<file path="config.mk">
export PLATFORM = sky130hd
export DESIGN_NAME = bracket_balance_checker_top
export DESIGN_NICKNAME = d
export VERILOG_FILES = /design/src/design/bbc_pkg.sv /design/src/design/bbc_ram.sv /design/src/design/bracket_balance_checker_top.sv
export SDC_FILE = /design/constraint.sdc
export NUM_CORES = 1
export LEC_CHECK = 0
export BUFFER_PORTS_ARGS = -buffer_cell sky130_fd_sc_hd__buf_2
export CORE_AREA = 5 5 168 121
export DETAILED_ROUTE_END_ITERATION = 10
export DIE_AREA = 0 0 173 126
export GPL_TIMING_DRIVEN = 0
export MAX_ROUTING_LAYER = met4
export PLACE_DENSITY = 0.65
export SETUP_SLACK_MARGIN = 0.1
export SLEW_MARGIN = 40
export SYNTH_ARGS = -nofsm -noshare
export SYNTH_HDL_FRONTEND = slang
export SYNTH_HIERARCHICAL = 1
export SYNTH_SLANG_ARGS = --single-unit
</file>
<file path="constraint.sdc">
create_clock -name i_clk -period 3.9 [get_ports i_clk]
set_clock_uncertainty 0.2 [all_clocks]
set_input_delay 0.195 -clock i_clk [delete_from_list [all_inputs] [get_ports i_clk]]
set_output_delay 0.195 -clock i_clk [all_outputs]
set_load 0.03 [all_outputs]
</file>
<file path="src/design/bbc_pkg.sv">
// Shared types, constants and bracket decoding for the bracket balance checker.
// No dependencies.
package bbc_pkg;

    localparam int unsigned STACK_DEPTH_DEF = 64;
    localparam logic [7:0]  CHUNK_RESET     = 8'd199;

    typedef enum logic [2:0] {
        ERR_NONE           = 3'd0,
        ERR_EXTRA_CLOSER   = 3'd1,
        ERR_MISMATCH       = 3'd2,
        ERR_MISSING_CLOSER = 3'd3,
        ERR_OVERFLOW       = 3'd4
    } t_err_code;

    typedef struct packed {
        logic       is_open;
        logic       is_close;
        logic [1:0] kind;
    } t_bkt;

    function automatic t_bkt bkt_decode(input logic [7:0] ch);
        t_bkt d;
        d = '0;
        case (ch)
            8'h3C: begin d.is_open  = 1'b1; d.kind = 2'd0; end // <
            8'h7B: begin d.is_open  = 1'b1; d.kind = 2'd1; end // {
            8'h28: begin d.is_open  = 1'b1; d.kind = 2'd2; end // (
            8'h5B: begin d.is_open  = 1'b1; d.kind = 2'd3; end // [
            8'h3E: begin d.is_close = 1'b1; d.kind = 2'd0; end // >
            8'h7D: begin d.is_close = 1'b1; d.kind = 2'd1; end // }
            8'h29: begin d.is_close = 1'b1; d.kind = 2'd2; end // )
            8'h5D: begin d.is_close = 1'b1; d.kind = 2'd3; end // ]
            default: d = '0;
        endcase
        return d;
    endfunction

endpackage

</file>
<file path="src/design/bbc_ram.sv">
// Generic single-clock RAM, one write port and one registered read port.
// No dependencies.
module bbc_ram #(
    parameter int unsigned WIDTH = 2,
    parameter int unsigned DEPTH = 64
) (
    input  logic                     i_clk,
    input  logic                     i_we,
    input  logic [$clog2(DEPTH)-1:0] i_waddr,
    input  logic [WIDTH-1:0]         i_wdata,
    input  logic [$clog2(DEPTH)-1:0] i_raddr,
    output logic [WIDTH-1:0]         o_rdata
);

    logic [WIDTH-1:0] r_mem [DEPTH];
    logic [WIDTH-1:0] r_rdata;

    always_ff @(posedge i_clk) begin
        if (i_we) begin
            r_mem[i_waddr] <= i_wdata;
        end
        r_rdata <= r_mem[i_raddr];
    end

    assign o_rdata = r_rdata;

endmodule

</file>
<file path="src/design/bracket_balance_checker_top.sv">
// Top level of the bracket balance checker: stream ports, line tracking and stack control.
// Depends on bbc_pkg and bbc_ram.
//
// One byte is taken per clock cycle and each transfer yields exactly one result, held in an
// output register; input is taken whenever that register is empty or being drained. The stack
// lives in a RAM with a registered read; the top entry is held in a register and the entry below
// it is read every cycle, so pushes and pops run back to back at one byte per cycle. The result
// is valid in the cycle after its input transfer. No clearing pass follows reset.
module bracket_balance_checker_top #(
    parameter int unsigned STACK_DEPTH = bbc_pkg::STACK_DEPTH_DEF
) (
    input  logic        i_clk,
    input  logic        i_rst_n,
    input  logic        i_cfg_we,
    input  logic [7:0]  i_cfg_wdata,
    input  logic        s_axis_tvalid,
    output logic        s_axis_tready,
    input  logic [7:0]  s_axis_tdata,  // [7:0] char_byte
    input  logic        s_axis_tlast,  // line_end
    output logic        m_axis_tvalid,
    input  logic        m_axis_tready,
    output logic [15:0] m_axis_tdata,  // [2:0] error_code, [10:3] error_column, [15:11] zero
    output logic        m_axis_tlast   // line_done
);

    localparam int unsigned AW = (STACK_DEPTH > 1) ? $clog2(STACK_DEPTH) : 1;
    localparam int unsigned LW = $clog2(STACK_DEPTH + 1);

    logic [LW-1:0]      r_level, n_level;
    logic [7:0]         r_col, n_col;
    logic               r_skip, n_skip;
    logic [7:0]         r_chunk;
    logic [1:0]         r_top, n_top;
    logic               r_pop_last, n_pop_last;
    logic               r_out_valid;
    bbc_pkg::t_err_code r_out_err, n_err;
    logic [7:0]         r_out_col, n_ecol;
    logic               r_out_last, n_done;

    logic               w_acc;
    logic               w_push, w_pop;
    logic [1:0]         w_rd, w_eff_top;
    logic [8:0]         w_len;
    logic [7:0]         w_limit;
    bbc_pkg::t_bkt      w_bkt;

    assign s_axis_tready = !r_out_valid || m_axis_tready;
    assign w_acc         = s_axis_tvalid && s_axis_tready;
    assign w_bkt         = bbc_pkg::bkt_decode(s_axis_tdata);
    assign w_eff_top     = r_pop_last ? w_rd : r_top;
    assign w_len         = {1'b0, r_col} + 9'd1;
    assign w_limit       = (r_chunk == 8'd0) ? 8'd1 : r_chunk;

    bbc_ram #(
        .WIDTH (2),
        .DEPTH (STACK_DEPTH)
    ) u_stack (
        .i_clk   (i_clk),
        .i_we    (w_acc && w_push),
        .i_waddr (r_level[AW-1:0]),
        .i_wdata (w_bkt.kind),
        .i_raddr (AW'(r_level - LW'(2))),
        .o_rdata (w_rd)
    );

    always_comb begin
        n_level = r_level;
        n_skip  = r_skip;
        n_col   = r_col;
        n_err   = bbc_pkg::ERR_NONE;
        n_ecol  = 8'd0;
        w_push  = 1'b0;
        w_pop   = 1'b0;
        if (!r_skip) begin
            if (w_bkt.is_open) begin
                if (r_level == LW'(STACK_DEPTH)) begin
                    n_err = bbc_pkg::ERR_OVERFLOW;
                end else begin
                    w_push  = 1'b1;
                    n_level = r_level + LW'(1);
                end
            end else if (w_bkt.is_close) begin
                if (r_level == '0) begin
                    n_err = bbc_pkg::ERR_EXTRA_CLOSER;
                end else begin
                    w_pop   = 1'b1;
                    n_level = r_level - LW'(1);
                    if (w_eff_top != w_bkt.kind) begin
                        n_err = bbc_pkg::ERR_MISMATCH;
                    end
                end
            end
            if (n_err != bbc_pkg::ERR_NONE) begin
                n_ecol  = r_col;
                n_level = '0;
                n_skip  = 1'b1;
            end
        end
        n_done = s_axis_tlast || (w_len >= {1'b0, w_limit});
        if (n_done) begin
            if (n_err == bbc_pkg::ERR_NONE && n_level != '0) begin
                n_err  = bbc_pkg::ERR_MISSING_CLOSER;
                n_ecol = w_len[7:0];
            end
            n_level = '0;
            n_skip  = 1'b0;
            n_col   = 8'd0;
        end else begin
            n_col = w_len[7:0];
        end
    end

    always_comb begin
        n_top      = w_eff_top;
        n_pop_last = 1'b0;
        if (w_acc && w_push) begin
            n_top = w_bkt.kind;
        end
        if (w_acc && w_pop) begin
            n_pop_last = 1'b1;
        end
    end

    always_ff @(posedge i_clk) begin
        if (!i_rst_n) begin
            r_level     <= '0;
            r_col       <= 8'd0;
            r_skip      <= 1'b0;
            r_chunk     <= bbc_pkg::CHUNK_RESET;
            r_pop_last  <= 1'b0;
            r_out_valid <= 1'b0;
        end else begin
            r_pop_last <= n_pop_last;
            if (i_cfg_we) begin
                r_chunk <= i_cfg_wdata;
            end
            if (w_acc) begin
                r_level     <= n_level;
                r_col       <= n_col;
                r_skip      <= n_skip;
                r_out_valid <= 1'b1;
            end else if (m_axis_tready) begin
                r_out_valid <= 1'b0;
            end
        end
    end

    always_ff @(posedge i_clk) begin
        r_top <= n_top;
        if (w_acc) begin
            r_out_err  <= n_err;
            r_out_col  <= n_ecol;
            r_out_last <= n_done;
        end
    end

    assign m_axis_tvalid = r_out_valid;
    assign m_axis_tdata  = {5'd0, r_out_col, r_out_err};
    assign m_axis_tlast  = r_out_last;

    a_level_bound: assert property (@(posedge i_clk) disable iff (!i_rst_n)
        r_level <= LW'(STACK_DEPTH))
        else $error("stack level beyond depth");

    a_done_clears: assert property (@(posedge i_clk) disable iff (!i_rst_n)
        (w_acc && n_done) |=> (r_level == '0 && r_col == 8'd0 && !r_skip))
        else $error("line end left stack or column state");

    a_err_skips: assert property (@(posedge i_clk) disable iff (!i_rst_n)
        (w_acc && !n_done && n_err != bbc_pkg::ERR_NONE) |=> (r_skip && r_level == '0))
        else $error("error did not start skipping");

    a_missing_at_end: assert property (@(posedge i_clk) disable iff (!i_rst_n)
        (r_out_valid && r_out_err == bbc_pkg::ERR_MISSING_CLOSER) |-> r_out_last)
        else $error("missing closers reported mid-line");

    a_skip_no_stack: assert property (@(posedge i_clk) disable iff (!i_rst_n)
        r_skip |-> (r_level == '0))
        else $error("stack not empty while skipping");

endmodule
</file>
# Word level (Yosys, flattened, before mapping)
# Memory sizes are Yosys's and may differ from the RTL's. A register that Yosys moved wholly into a read port is not among the register bits.
# Cells that the tools add are included.
totals:
  reg_bits: 40
  mem_bits_rw: 128
  inputBits: 22
  output_inout_bits: 19
  word_cells: 86
  n_memories: 1
memory_table:
  columns: ["memory", "depth", "width", "rd", "rd_clocked_by_memory_dff", "wr", "line_no", "source"]
  rows:
  - ["u_stack.r_mem", 64, 2, 1, 1, 1, "bbc_ram.sv:15", "logic [WIDTH-1:0] r_mem [DEPTH];"]
classes:
  n_addsub: 4
  n_lt_le_gt_ge: 1
  eq_ne: 10
  muxes: 42
  n_reduce_logical: 18
op_table:
  columns: ["operator", "count"]
  rows:
  - ["7-bit two-way mux", 7]
  - ["8-bit two-way mux", 6]
  - ["8-bit by 6-bit == test with 1-bit output, second input constant", 4]
  - ["8-bit by 7-bit == test with 1-bit output, second input constant", 4]
  - ["3-bit two-way mux", 6]
  - ["1-bit two-way mux", 17]
  - ["2-bit two-way mux", 5]
  - ["8-bit by 1-bit adder with 9-bit output, second input constant", 1]
  - ["9-bit by 8-bit greater-or-equal comparator with 1-bit output", 1]
  - ["8-bit logical NOT", 1]
  - ["4-bit OR reduction", 2]
  - ["7-bit by 1-bit adder with 7-bit output, second input constant", 1]
  - ["7-bit == test, second input constant", 1]
  - ["7-bit logical NOT", 1]
  - ["7-bit nonzero test", 1]
  - ["7-bit by 1-bit subtractor with 7-bit output, second input constant", 1]
  - ["2-bit case mux with 3 select lines", 1]
  - ["2-bit OR reduction", 3]
  - ["6-bit by 2-bit subtractor with 6-bit output, second input constant", 1]
  - ["1-bit logical AND", 4]
  - ["3-bit logical NOT", 1]
  - ["3-bit nonzero test", 1]
  - ["1-bit logical OR", 2]
  - ["2-bit inequality test", 1]
  - ["other kinds (2)", 2]

# Depth between registers and ports, before layout
# Gate-level depths: netlist of run 1.
depth:
  ltp_word: 16
  mapped_depth: 14
  depth_no_buf: 13

# Modules after synthesis
# The synthesis of run 1 kept the hierarchy.
modules_own_cells:
  columns: ["module", "n_inst", "cells_per_inst", "area_each_um2", "seq_area_each_um2"]
  rows:
  - ["bbc_ram", 1, 324, 5397.7, 3883.7]
  - ["bracket_balance_checker_top", 1, 316, 2800.2, 920.9]

# Least setup slack after synthesis of run 1
# Ideal clock, no wire load.
synth_timing:
  kind: "input to register"
  from: "in s_axis_tdata[2]"
  to: "reg r_out_col[0], data pin"
  setup_ps: 260
  t_arrival_ps: 2920
  required_time_ps: 3440
  setup_slack_ps: 520
  stages: 10
  n_path_buf: 1
  cell_sequence: "buf_6 xnor2_1 nor3_4 xor2_1 a31oi_2 nor2_1 o2bb2ai_2 nor4_4 a21oi_4 mux2_2"
synth_lines:
  columns: ["item", "line_no", "source"]
  rows:
  - ["start: declaration", "bracket_balance_checker_top.sv:18", "input logic [7:0] s_axis_tdata,"]
  - ["end signal: assignment", "bracket_balance_checker_top.sv:152", "r_out_col <= n_ecol;"]
  - ["end: declaration", "bracket_balance_checker_top.sv:37", "logic [7:0] r_out_col, n_ecol;"]

# Worst setup path in the final report of run 1
layout_timing:
  from: "reg r_level[0]"
  to: "reg r_out_col[0], data pin"
layout_via:
  elab_chain_len: 12
layout_rtl:
  columns: ["item", "line_no", "source"]
  rows:
  - ["start: declaration", "bracket_balance_checker_top.sv:29", "logic [LW-1:0] r_level, n_level;"]
  - ["start signal: assignment", "bracket_balance_checker_top.sv:138", "r_level <= n_level;"]
  - ["parallel branches: the longest is 11 deep, another holds 7-bit by 1-bit subtractor with 7-bit output", null, null]
  - ["8-bit two-way mux (*)", "bracket_balance_checker_top.sv:100", "if (n_done) begin"]
  - ["via n_ecol[0]", "bracket_balance_checker_top.sv:37", null]
# Mark *: on every way through the listed nets, which the timed path passes. The select of a mux whose other input is x is not followed.
# A chain may end at the register's enable or synchronous reset.

==> results of run 1 <==
-- power by group through the flow --
stage	sequential, W	combinational [W]	clock, W
final	0.00197	0.000166	0.00174
after global routing	0.00197	0.000180	0.00184
after CTS	0.00197	0.000164	0.00176
after detailed placement	0.00201	0.000151	0
after global placement	0.00201	0.000146	0
after floorplan	0.00202	0.0000892	0
-- layout by cell type (no fill, tap or decap), types with 4 or more instances in the layout --
cell type,n
inv_1,20
xnor2_1,6
mux4_2,29
nor2b_1,16
a311oi_1,5
nor3_1,9
a22o_1,7
inv_8,4
conb_1,5
and2_1,5
nor2_1,82
edfxtp_1,140
ha_1,14
nand2_1,41
buf_4,7
dlygate4sd3_1,13
xor2_1,4
o211ai_1,7
or3_1,7
nand3_1,24
nand2b_1,11
clkbuf_1,20
dfxtp_1,29
a21o_1,7
clkinv_8,5
nand3b_1,6
buf_2,39
a22oi_1,9
a21oi_1,10
inv_6,4
a21boi_0,11
clkbuf_16,17
o21ai_0,17
buf_6,7
nor4_1,4
and3_1,6
mux2i_1,15
-- cells in the mapped netlist, drive strengths merged, types with 9 or more instances --
master  count  area (sq um)
edfxtp    140          4200
nor2       82           308
nand2      41           154
dfxtp      30           601
mux4       29           653
nand3      25           125
clkbuf     22          82.6
inv        21          78.8
o21ai      19          98.9
buf        16           119
nor2b      16           100
mux2i      15           150
ha         14           175
a21oi      13          91.3
a21boi     12          90.1
nand2b     11          68.8
nor3       11          66.3
a22oi       9          67.6
-- worst paths after layout --
check             slack [ps]                      end  cells after the start
setup / recovery         280   r_out_col[0]$_DFFE_PP_                     12
hold / removal           150  r_chunk[6]$_SDFFE_PN1P_                      4
setup reg to reg         280   r_out_col[0]$_DFFE_PP_                     12
hold reg to reg          300  r_chunk[0]$_SDFFE_PN1P_                      2
-- sequential cells by signal, indices dropped and copies added (netlist names) --
name             count
m_axis_tlast         1
m_axis_tvalid        1
r_chunk              8
r_col                8
r_level              7
r_out_col            8
r_out_err            3
r_pop_last           1
r_skip               1
r_top                2
u_stack/o_rdata      2
u_stack/r_mem      128
-- kinds of logic (layout without fill, tap and decap cells) --
group           after synthesis  count (layout)  synth area share
mux                          46              46             0.101
compound gates              106             106             0.100
fa+ha+maj                    14              14            0.0214
flops                       170             170             0.586
simple gates                234             234             0.146
buf+inv                      59             143            0.0342
xor+xnor                     10              10            0.0107
other cells                   1               5          0.000457
-- worst min-delay path, delay by kind of cell --
kind | cells | cell delay (ps)
compound gates | 1 | 70
buf+inv | 2 | 350
simple gates | 1 | 120
-- metrics by stage --
| step | instance area [sq um] | worst slack, ps | utilization |
|---|---|---|---|
| after global placement | 8690 | -532 | 0.467 |
| after CTS | 9500 | 79.4 | 0.511 |
| final | 9520 | 280 | 0.512 |
| after floorplan | 8210 | 520 | - |
| after global routing | 9520 | 84.7 | 0.512 |
| after detailed placement | 8740 | 23.6 | 0.470 |
-- routing by layer --
metal  up-vias  routed length, um
met1      2755               8970
li1       2574                  -
met2       243               8580
met3        26               1920
met4         0                320
met5         -                  0
-- what timing repair did --
action,in CTS,in global routing
hold buffers,13,0
endpoints found under the setup margin,16,83
pin swaps,0,1
setup buffers,0,1
hold endpoints to repair,14,0
resized for setup,1,6
-- layout make-up --
cell class,count,share of cell area
clock buffer,17,0.0447
clock inverter,15,0.0206
timing repair buffer,52,0.0375
sequential,170,0.505
inverter,21,0.00854
multi-input combinational,415,0.331
buffer,38,0.0214
tap,242,0.0318
==> results.sh, run 1 <==
export IMPL_dpl_hpwl_um=13700
export IMPL_setup_viol_count_final=0
export IMPL_gp_congestion=0.869
export IMPL_fin_tns_setup_ps=0
export IMPL_crit_family="simple AND/OR/NAND/NOR gates"
export IMPL_final_nets=751
export IMPL_power_switching_w=0.000920
export IMPL_met1_usage=0.280
export IMPL_drc_errors=0
export IMPL_critPathKind="flip-flop to flip-flop"
export IMPL_grt_busiest_layer="met1"
export IMPL_combPwrFrac=0.043
export IMPL_design_core_area_sq_um=18600
export IMPL_synth_seq_area_share=0.586
export IMPL_swShare=0.238
export IMPL_final_max_slew_viol_count=0
export IMPL_cp_cell_sequence="clkbuf_2, inv_1, ha_1, nor3b_2, and3_1, o21bai_2, nor2_1, a22o_1, o211ai_1, nor4_4, a21oi_4, mux2_2"
export IMPL_grt_ovfl_total=0
export IMPL_grt_setup_unrepaired="true"
export IMPL_arrival_ps=3610
export IMPL_final_cells=970
export IMPL_rows=42
export IMPL_clock_latency_ps=430
export IMPL_r2r_start="r_level[0]$_SDFFE_PN0P_"
export IMPL_regArea_sq_um=4810
export IMPL_slowest_delay_ps=540
export IMPL_power_density_nw_per_um2=407
export IMPL_synthDistinctLibCells=70
export IMPL_status="finished, final reports clean"
export IMPL_cp_start_kind="flip-flop"
export IMPL_avgSynthCellArea_sq_um=12.8
export IMPL_area_growth_pct=16.1
export IMPL_multiInputGateArea_sq_um=3150
export IMPL_die_w_um=173
export IMPL_critPathBufInv=2
export IMPL_synth_edf_count=140
export IMPL_synth_flop_cell="edfxtp_1"
export IMPL_cts_inserted_buffers=17
export IMPL_power_w=0.00387
export IMPL_slowest_stage="dfxtp_1"
export IMPL_port_buffers=34
export IMPL_hold_slack_ps=150
export IMPL_postSynthCellCount=640
export IMPL_post_drt_wl_per_cell_um=20.4
export IMPL_diodes=0
export IMPL_drt_first_pass_iters=7
export IMPL_antenna_found_initial=0
export IMPL_drtIter0Drc=570
export IMPL_cp_end_kind="flip-flop"
export IMPL_grt_pass1_wl_um=31100
export IMPL_clockPowerShare=0.449
export IMPL_syn_area_sq_um=8200
export IMPL_fin_crit_ps=3620
export IMPL_fin_crit_sh=0.928
export IMPL_p_int_w=0.00295
export IMPL_async_flop_share=0
export IMPL_yosys_warnings=6
export IMPL_cts_buffer_depth=2
export IMPL_ios=41
export IMPL_grt_max_degree=65
export IMPL_cts_tree="done"
export IMPL_die_area_sq_um=21800
export IMPL_initial_utilization=0.441
export IMPL_htree_levels=4
export IMPL_grt_util_met3=0.0473
export IMPL_die_h_um=126
export IMPL_max_slew_margin=0.443
export IMPL_max_cap_violations=0
export IMPL_ys_ff_latch=170
export IMPL_tightestPinTransition_ps=836
export IMPL_finalHoldViolations=0
export IMPL_p_seq_frac=0.508
export IMPL_cp_max_fo=10
export IMPL_grt_pass1_vias=5483
export IMPL_power_leakage_nw=3.25
export IMPL_place_inst=924
export IMPL_cts_sinks=170
export IMPL_path_clk_slew_ps=70
export IMPL_ir_drop_uv=254
export IMPL_cp_startpoint="r_level[0]$_SDFFE_PN0P_"
export IMPL_max_freq_ghz=0.276
export IMPL_drt_total_wl_um=19800
export IMPL_cp_required_ps=3890
export IMPL_num_vias=5598
export IMPL_fillCellCount=1611
export IMPL_layout_drive_gt1_share=0.194
export IMPL_holdCritStartpoint="i_cfg_we"
export IMPL_met2_usage=0.257
export IMPL_grt_total_usage=0.189
export IMPL_hp_class="primary input to flip-flop"
export IMPL_root_buffer="clkbuf_16"
export IMPL_via_per_inst=5.77
export IMPL_ant_nets=0
No activity file was read; power rests on OpenSTA's default activity.
==> run 2, diff against run 1 <==
clock period = 3.6 ns   (was 3.9 ns; I/O delays follow)
==> run 2 against run 1 <==
Effect of this change: clock-buffer cell count is the same; register-to-register slack got worse by 40 ps; routed wire length increased by 0.56%; global-route usage hardly changed; combinational power up 9%; cell area is 0.58% higher; sequential share of layout area shrank 0.20 points; sequential power increased by 8%; clock power up 8%; non-clock buffer count grew 4; critical endpoint unchanged; first-iteration DRC count up 0.35%; largest power group unchanged.
==> results.sh, run 2 (synthesis gave the netlist of run 1 again) <==
export IMPL_max_cap_violations=0
export IMPL_final_cells=974
export IMPL_hp_class="primary input to flip-flop"
export IMPL_rrSetupSlack_ps=240
export IMPL_design_core_area_sq_um=18600
export IMPL_setup_viol_count_final=0
export IMPL_root_buffer="clkbuf_16"
export IMPL_final_common_cell="edfxtp_1"
export IMPL_cp_required_ps=3590
export IMPL_r2r_start="r_level[2]$_SDFFE_PN0P_"
export IMPL_final_cell_mix="140 x edfxtp_1, 82 x nor2_1, 41 x nand2_1"
export IMPL_power_leakage_nw=3.27
export IMPL_grt_setup_unrepaired="false"
export IMPL_htree_levels=4
export IMPL_cp_end_kind="flip-flop"
export IMPL_ant_nets=0
export IMPL_fin_crit_ps=3360
export IMPL_grt_max_degree=65
export IMPL_slowest_delay_ps=350
export IMPL_final_nets=755
export IMPL_grt_ovfl_total=0
export IMPL_post_drt_wl_per_cell_um=20.4
export IMPL_regArea_sq_um=4810
export IMPL_holdCritStartpoint="s_axis_tdata[5]"
export IMPL_slowest_stage="dfxtp_1"
export IMPL_die_h_um=126
export IMPL_finalHoldViolations=0
export IMPL_clock_latency_ps=440
export IMPL_diodes=0
export IMPL_multiInputGateArea_sq_um=3160
export IMPL_cts_sinks=170
export IMPL_grt_pass1_vias=5531
export IMPL_num_vias=5661
export IMPL_largest_reg_flops=128
export IMPL_drt_first_pass_iters=6
export IMPL_cts_buffer_depth=2
export IMPL_hold_depth=4
export IMPL_cp_max_fo=9
export IMPL_power_w=0.00420
export IMPL_grt_pass1_wl_um=31200
export IMPL_hold_slack_ps=132
export IMPL_max_freq_ghz=0.297
export IMPL_die_w_um=173
export IMPL_place_inst=924
export IMPL_die_area_sq_um=21800
export IMPL_dpl_hpwl_um=13700
export IMPL_cts_inserted_buffers=17
export IMPL_status="finished, final reports clean"
export IMPL_drc_errors=0
export IMPL_path_clk_slew_ps=70
export IMPL_ir_drop_uv=276
export IMPL_drt_total_wl_um=19900
export IMPL_arrival_ps=3350
export IMPL_layout_drive_gt1_share=0.208
export IMPL_regMostFlops="u_stack/r_mem"
export IMPL_final_max_slew_viol_count=0
export IMPL_power_density_nw_per_um2=438
export IMPL_cts_tree="done"
export IMPL_fin_crit_sh=0.935
export IMPL_ios=41
export IMPL_whs_endpoint="r_top[1]$_DFF_P_"
export IMPL_cp_start_kind="flip-flop"
export IMPL_reg2reg_depth=12
export IMPL_reg2reg_to="r_out_col[0]$_DFFE_PP_"
export IMPL_via_per_inst=5.81
export IMPL_tightestPinTransition_ps=831
export IMPL_cp_cell_sequence="buf_2, inv_1, ha_1, a21bo_2, nor3_1, o21ai_0, a311oi_1, a22o_1, o211ai_1, nor4_4, a21oi_4, mux2_2"
export IMPL_area_growth_pct=16.8
export IMPL_fillCellCount=1604
export IMPL_max_slew_margin=0.446
export IMPL_critPathKind="flip-flop to flip-flop"
export IMPL_antenna_found_initial=0
export IMPL_drtIter0Drc=572
export IMPL_initial_utilization=0.441
export IMPL_grt_total_usage=0.189
export IMPL_gp_congestion=0.869
export IMPL_critPathBufInv=2
export IMPL_rows=42
export IMPL_crit_family="compound AO/OA/AOI/OAI gates"
export IMPL_port_buffers=34
run 2: worst max-delay path by stage:
stage | cells after the start | end | startpoint | slack, ps
floorplan | 10 | r_out_col[0]$_DFFE_PP_ | s_axis_tdata[2] | 230
global placement | 10 | r_out_col[0]$_DFFE_PP_ | s_axis_tdata[7] | -820
detailed placement | 10 | u_stack/r_mem[38][1]$_DFFE_PP_ | r_level[0]$_SDFFE_PN0P_ | -280
CTS | 12 | r_out_col[0]$_DFFE_PP_ | r_level[0]$_SDFFE_PN0P_ | 150
global route | 12 | r_out_col[0]$_DFFE_PP_ | r_level[0]$_SDFFE_PN0P_ | 110
finish | 12 | r_out_col[0]$_DFFE_PP_ | r_level[2]$_SDFFE_PN0P_ | 240
run 2: per-layer routing:
metal	global-route usage	wire (um)	share of wire	vias up
met5	-	0	0	-
met4	0.0539	272	0.014	0
met3	0.0473	1850	0.093	24
met2	0.261	8660	0.44	256
met1	0.279	9110	0.46	2810
li1	-	-	-	2571
run 2: repair_timing:
action | 4_1_cts | 5_1_grt
pin swaps | 2 | 1
endpoints found under the hold margin | 14 | 0
endpoints found under the setup margin | 138 | 17
hold buffers | 13 | 0
buffers inserted | 4 | 1
gates resized for setup | 7 | 12
run 2: power by group:
group          total (W)  internal [W]  switching, W
clock network    0.00188       0.00101      0.000877
registers        0.00213       0.00212    0.00000966
logic           0.000181     0.0000690      0.000112
total            0.00420       0.00320      0.000999
run 2: through the flow:
stage	area (sq um)	TNS [ps]	setup WS [ps]	util
floorplan	8210	0	235	-
global placement	8690	-53210	-817	0.467
detailed placement	8740	-8530	-276	0.470
CTS	9550	0	150	0.513
global route	9580	0	113	0.515
finish	9580	0	236	0.515
run 2: worst reg2reg max path, stage by stage (launching register included):
cell and delay [ps]:
dfxtp_1 350, buf_2 240, inv_1 90, ha_1 180, a21bo_2 240, nor3_1 200, o21ai_0 130, a311oi_1 340
a22o_1 270, o211ai_1 160, nor4_4 280, a21oi_4 160, mux2_2 290
run 2: final cells by class:
class                           instances  area share
Clock buffer                           17      0.0444
Inverter                               21     0.00849
Clock inverter                         15      0.0205
Timing Repair Buffer                   56      0.0404
Buffer                                 38      0.0217
Multi-Input combinational cell        415       0.330
Tap cell                              242      0.0316
Sequential cell                       170       0.503
==> run 3, diff against run 2 <==
CORE_AREA = 5 5 130 156   (was 5 5 168 121)
DIE_AREA = 0 0 135 161   (was 0 0 173 126)
==> run 3 against run 2 <==
Effect of this change: routed wire length fell by 4.0%; non-clock buffer count fell by 3; clock power is 5% lower; via count fell by 2.4%; combinational power about the same; clock-buffer cell count increased by 5; highest routed layer unchanged; largest power group unchanged; total power decreased by 2.3%; worst hold slack got worse by 38 ps; critical path depth up 1; first-iteration DRC count is 6.8% lower.
==> results.sh, run 3 (synthesis gave the netlist of run 1 again) <==
export IMPL_cts_buffer_depth=2
export IMPL_power_density_nw_per_um2=430
export IMPL_regMostFlops="u_stack/r_mem"
export IMPL_crit_family="simple AND/OR/NAND/NOR gates"
export IMPL_dpl_hpwl_um=13300
export IMPL_place_inst=938
export IMPL_hp_class="primary input to flip-flop"
export IMPL_cp_max_fo=10
export IMPL_holdCritStartpoint="s_axis_tdata[0]"
export IMPL_grt_max_degree=65
export IMPL_htree_levels=4
export IMPL_drt_first_pass_iters=5
export IMPL_final_nets=752
export IMPL_grt_ovfl_total=0
export IMPL_slowest_delay_ps=570
export IMPL_cp_start_kind="flip-flop"
export IMPL_initial_utilization=0.440
export IMPL_cts_inserted_buffers=17
export IMPL_final_max_slew_viol_count=0
export IMPL_final_common_cell="edfxtp_1"
export IMPL_area_growth_pct=16.4
export IMPL_power_leakage_nw=3.25
export IMPL_finalHoldViolations=0
export IMPL_path_clk_slew_ps=70
export IMPL_setup_ws_ps=243
export IMPL_via_per_inst=5.61
export IMPL_post_drt_wl_per_cell_um=19.4
export IMPL_fin_crit_sh=0.932
export IMPL_r2r_start="r_level[0]$_SDFFE_PN0P_"
export IMPL_antenna_found_initial=0
export IMPL_rows=55
export IMPL_cp_required_ps=3700
export IMPL_grt_pass1_vias=5681
export IMPL_diodes=0
export IMPL_die_area_sq_um=21700
export IMPL_detailedPlace_worstSlack_ps=-333
export IMPL_grt_setup_unrepaired="false"
export IMPL_cp_startpoint="r_level[0]$_SDFFE_PN0P_"
export IMPL_drt_total_wl_um=19100
export IMPL_critPathBufInv=3
export IMPL_max_cap_violations=0
export IMPL_ios=41
export IMPL_die_h_um=161
export IMPL_cp_cell_sequence="clkbuf_4, inv_1, ha_1, nor3b_4, and3_1, o21bai_2, or4b_1, nand3b_1, o2bb2ai_2, nor4_4, buf_4, a221oi_1, a21o_1"
export IMPL_power_w=0.00410
export IMPL_arrival_ps=3460
export IMPL_cp_end_kind="flip-flop"
export IMPL_die_w_um=135
export IMPL_num_vias=5523
export IMPL_setup_viol_count_final=0
export IMPL_cts_sinks=170
export IMPL_port_buffers=34
export IMPL_ir_drop_uv=319
export IMPL_drc_errors=0
export IMPL_status="finished, final reports clean"
export IMPL_place_area_sq_um=8760
export IMPL_largest_reg_flops=128
export IMPL_drtIter0Drc=533
export IMPL_fin_crit_ps=3360
export IMPL_grt_pass1_wl_um=30300
export IMPL_critPathKind="flip-flop to flip-flop"
export IMPL_design_core_area_sq_um=18600
export IMPL_tightestPinTransition_ps=857
export IMPL_final_cells=985
export IMPL_ant_nets=0
export IMPL_grt_total_usage=0.186
export IMPL_slowest_stage="or4b_1"
export IMPL_root_buffer="clkbuf_16"
export IMPL_fin_tns_setup_ps=0
export IMPL_cts_tree="done"
export IMPL_fin_area_sq_um=9540
export IMPL_max_freq_ghz=0.298
export IMPL_gp_congestion=0.893
export IMPL_final_cell_mix="140 x edfxtp_1, 81 x nor2_1, 40 x nand2_1"
export IMPL_clock_latency_ps=430
export IMPL_layout_drive_gt1_share=0.204
export IMPL_max_slew_margin=0.429
-- run 3: worst min-delay path, stage by stage --
cell,delay [ps]
buf_2,130
nand2_1,130
nor3_4,100
-- run 3: final cells by class --
| type | instances | area, sq um |
|---|---|---|
| buffer | 38 | 206 |
| multi-input combinational | 415 | 3170 |
| tap | 256 | 320 |
| sequential | 170 | 4810 |
| fill | 1604 | 9110 |
| clock inverter | 10 | 90.1 |
| clock buffer | 22 | 495 |
| timing repair buffer | 53 | 360 |
| inverter | 21 | 81.3 |
-- run 3: worst paths after layout --
check / to / slack (ps) / depth (start not counted)
hold / removal: u_stack/r_mem[9][0]$_DFFE_PP_ / 90 / 3
hold reg to reg: r_chunk[0]$_SDFFE_PN1P_ / 300 / 2
setup / recovery: r_out_col[6]$_DFFE_PP_ / 240 / 13
setup reg to reg: r_out_col[6]$_DFFE_PP_ / 240 / 13
-- run 3: per-layer routing --
metal  vias up  share of wire  global-route usage
li1       2572              -                   -
met5         -              0                   -
met3        31          0.054              0.0352
met2       181           0.53               0.320
met4         0          0.020              0.0591
met1      2739           0.40               0.220
-- run 3: report_power, final --
part	internal, W	switching, W
logic	0.0000685	0.000109
clock network	0.00105	0.000740
registers	0.00212	0.00000865
total	0.00324	0.000858
-- run 3: timing repair --
item / 4_1_cts / 5_1_grt
hold buffers: 13 / 0
hold endpoints to repair: 14 / 0
setup endpoints to repair: 132 / 19
resized for setup: 7 / 11
setup buffers: 2 / 0
pin swaps: 2 / 1
-- run 3: stage by stage --
stage,utilization,hold slack [ps]
after floorplan,-,106
after global placement,0.467,193
after detailed placement,0.470,204
after CTS,0.510,71.1
after global routing,0.512,92.3
final,0.512,93.9
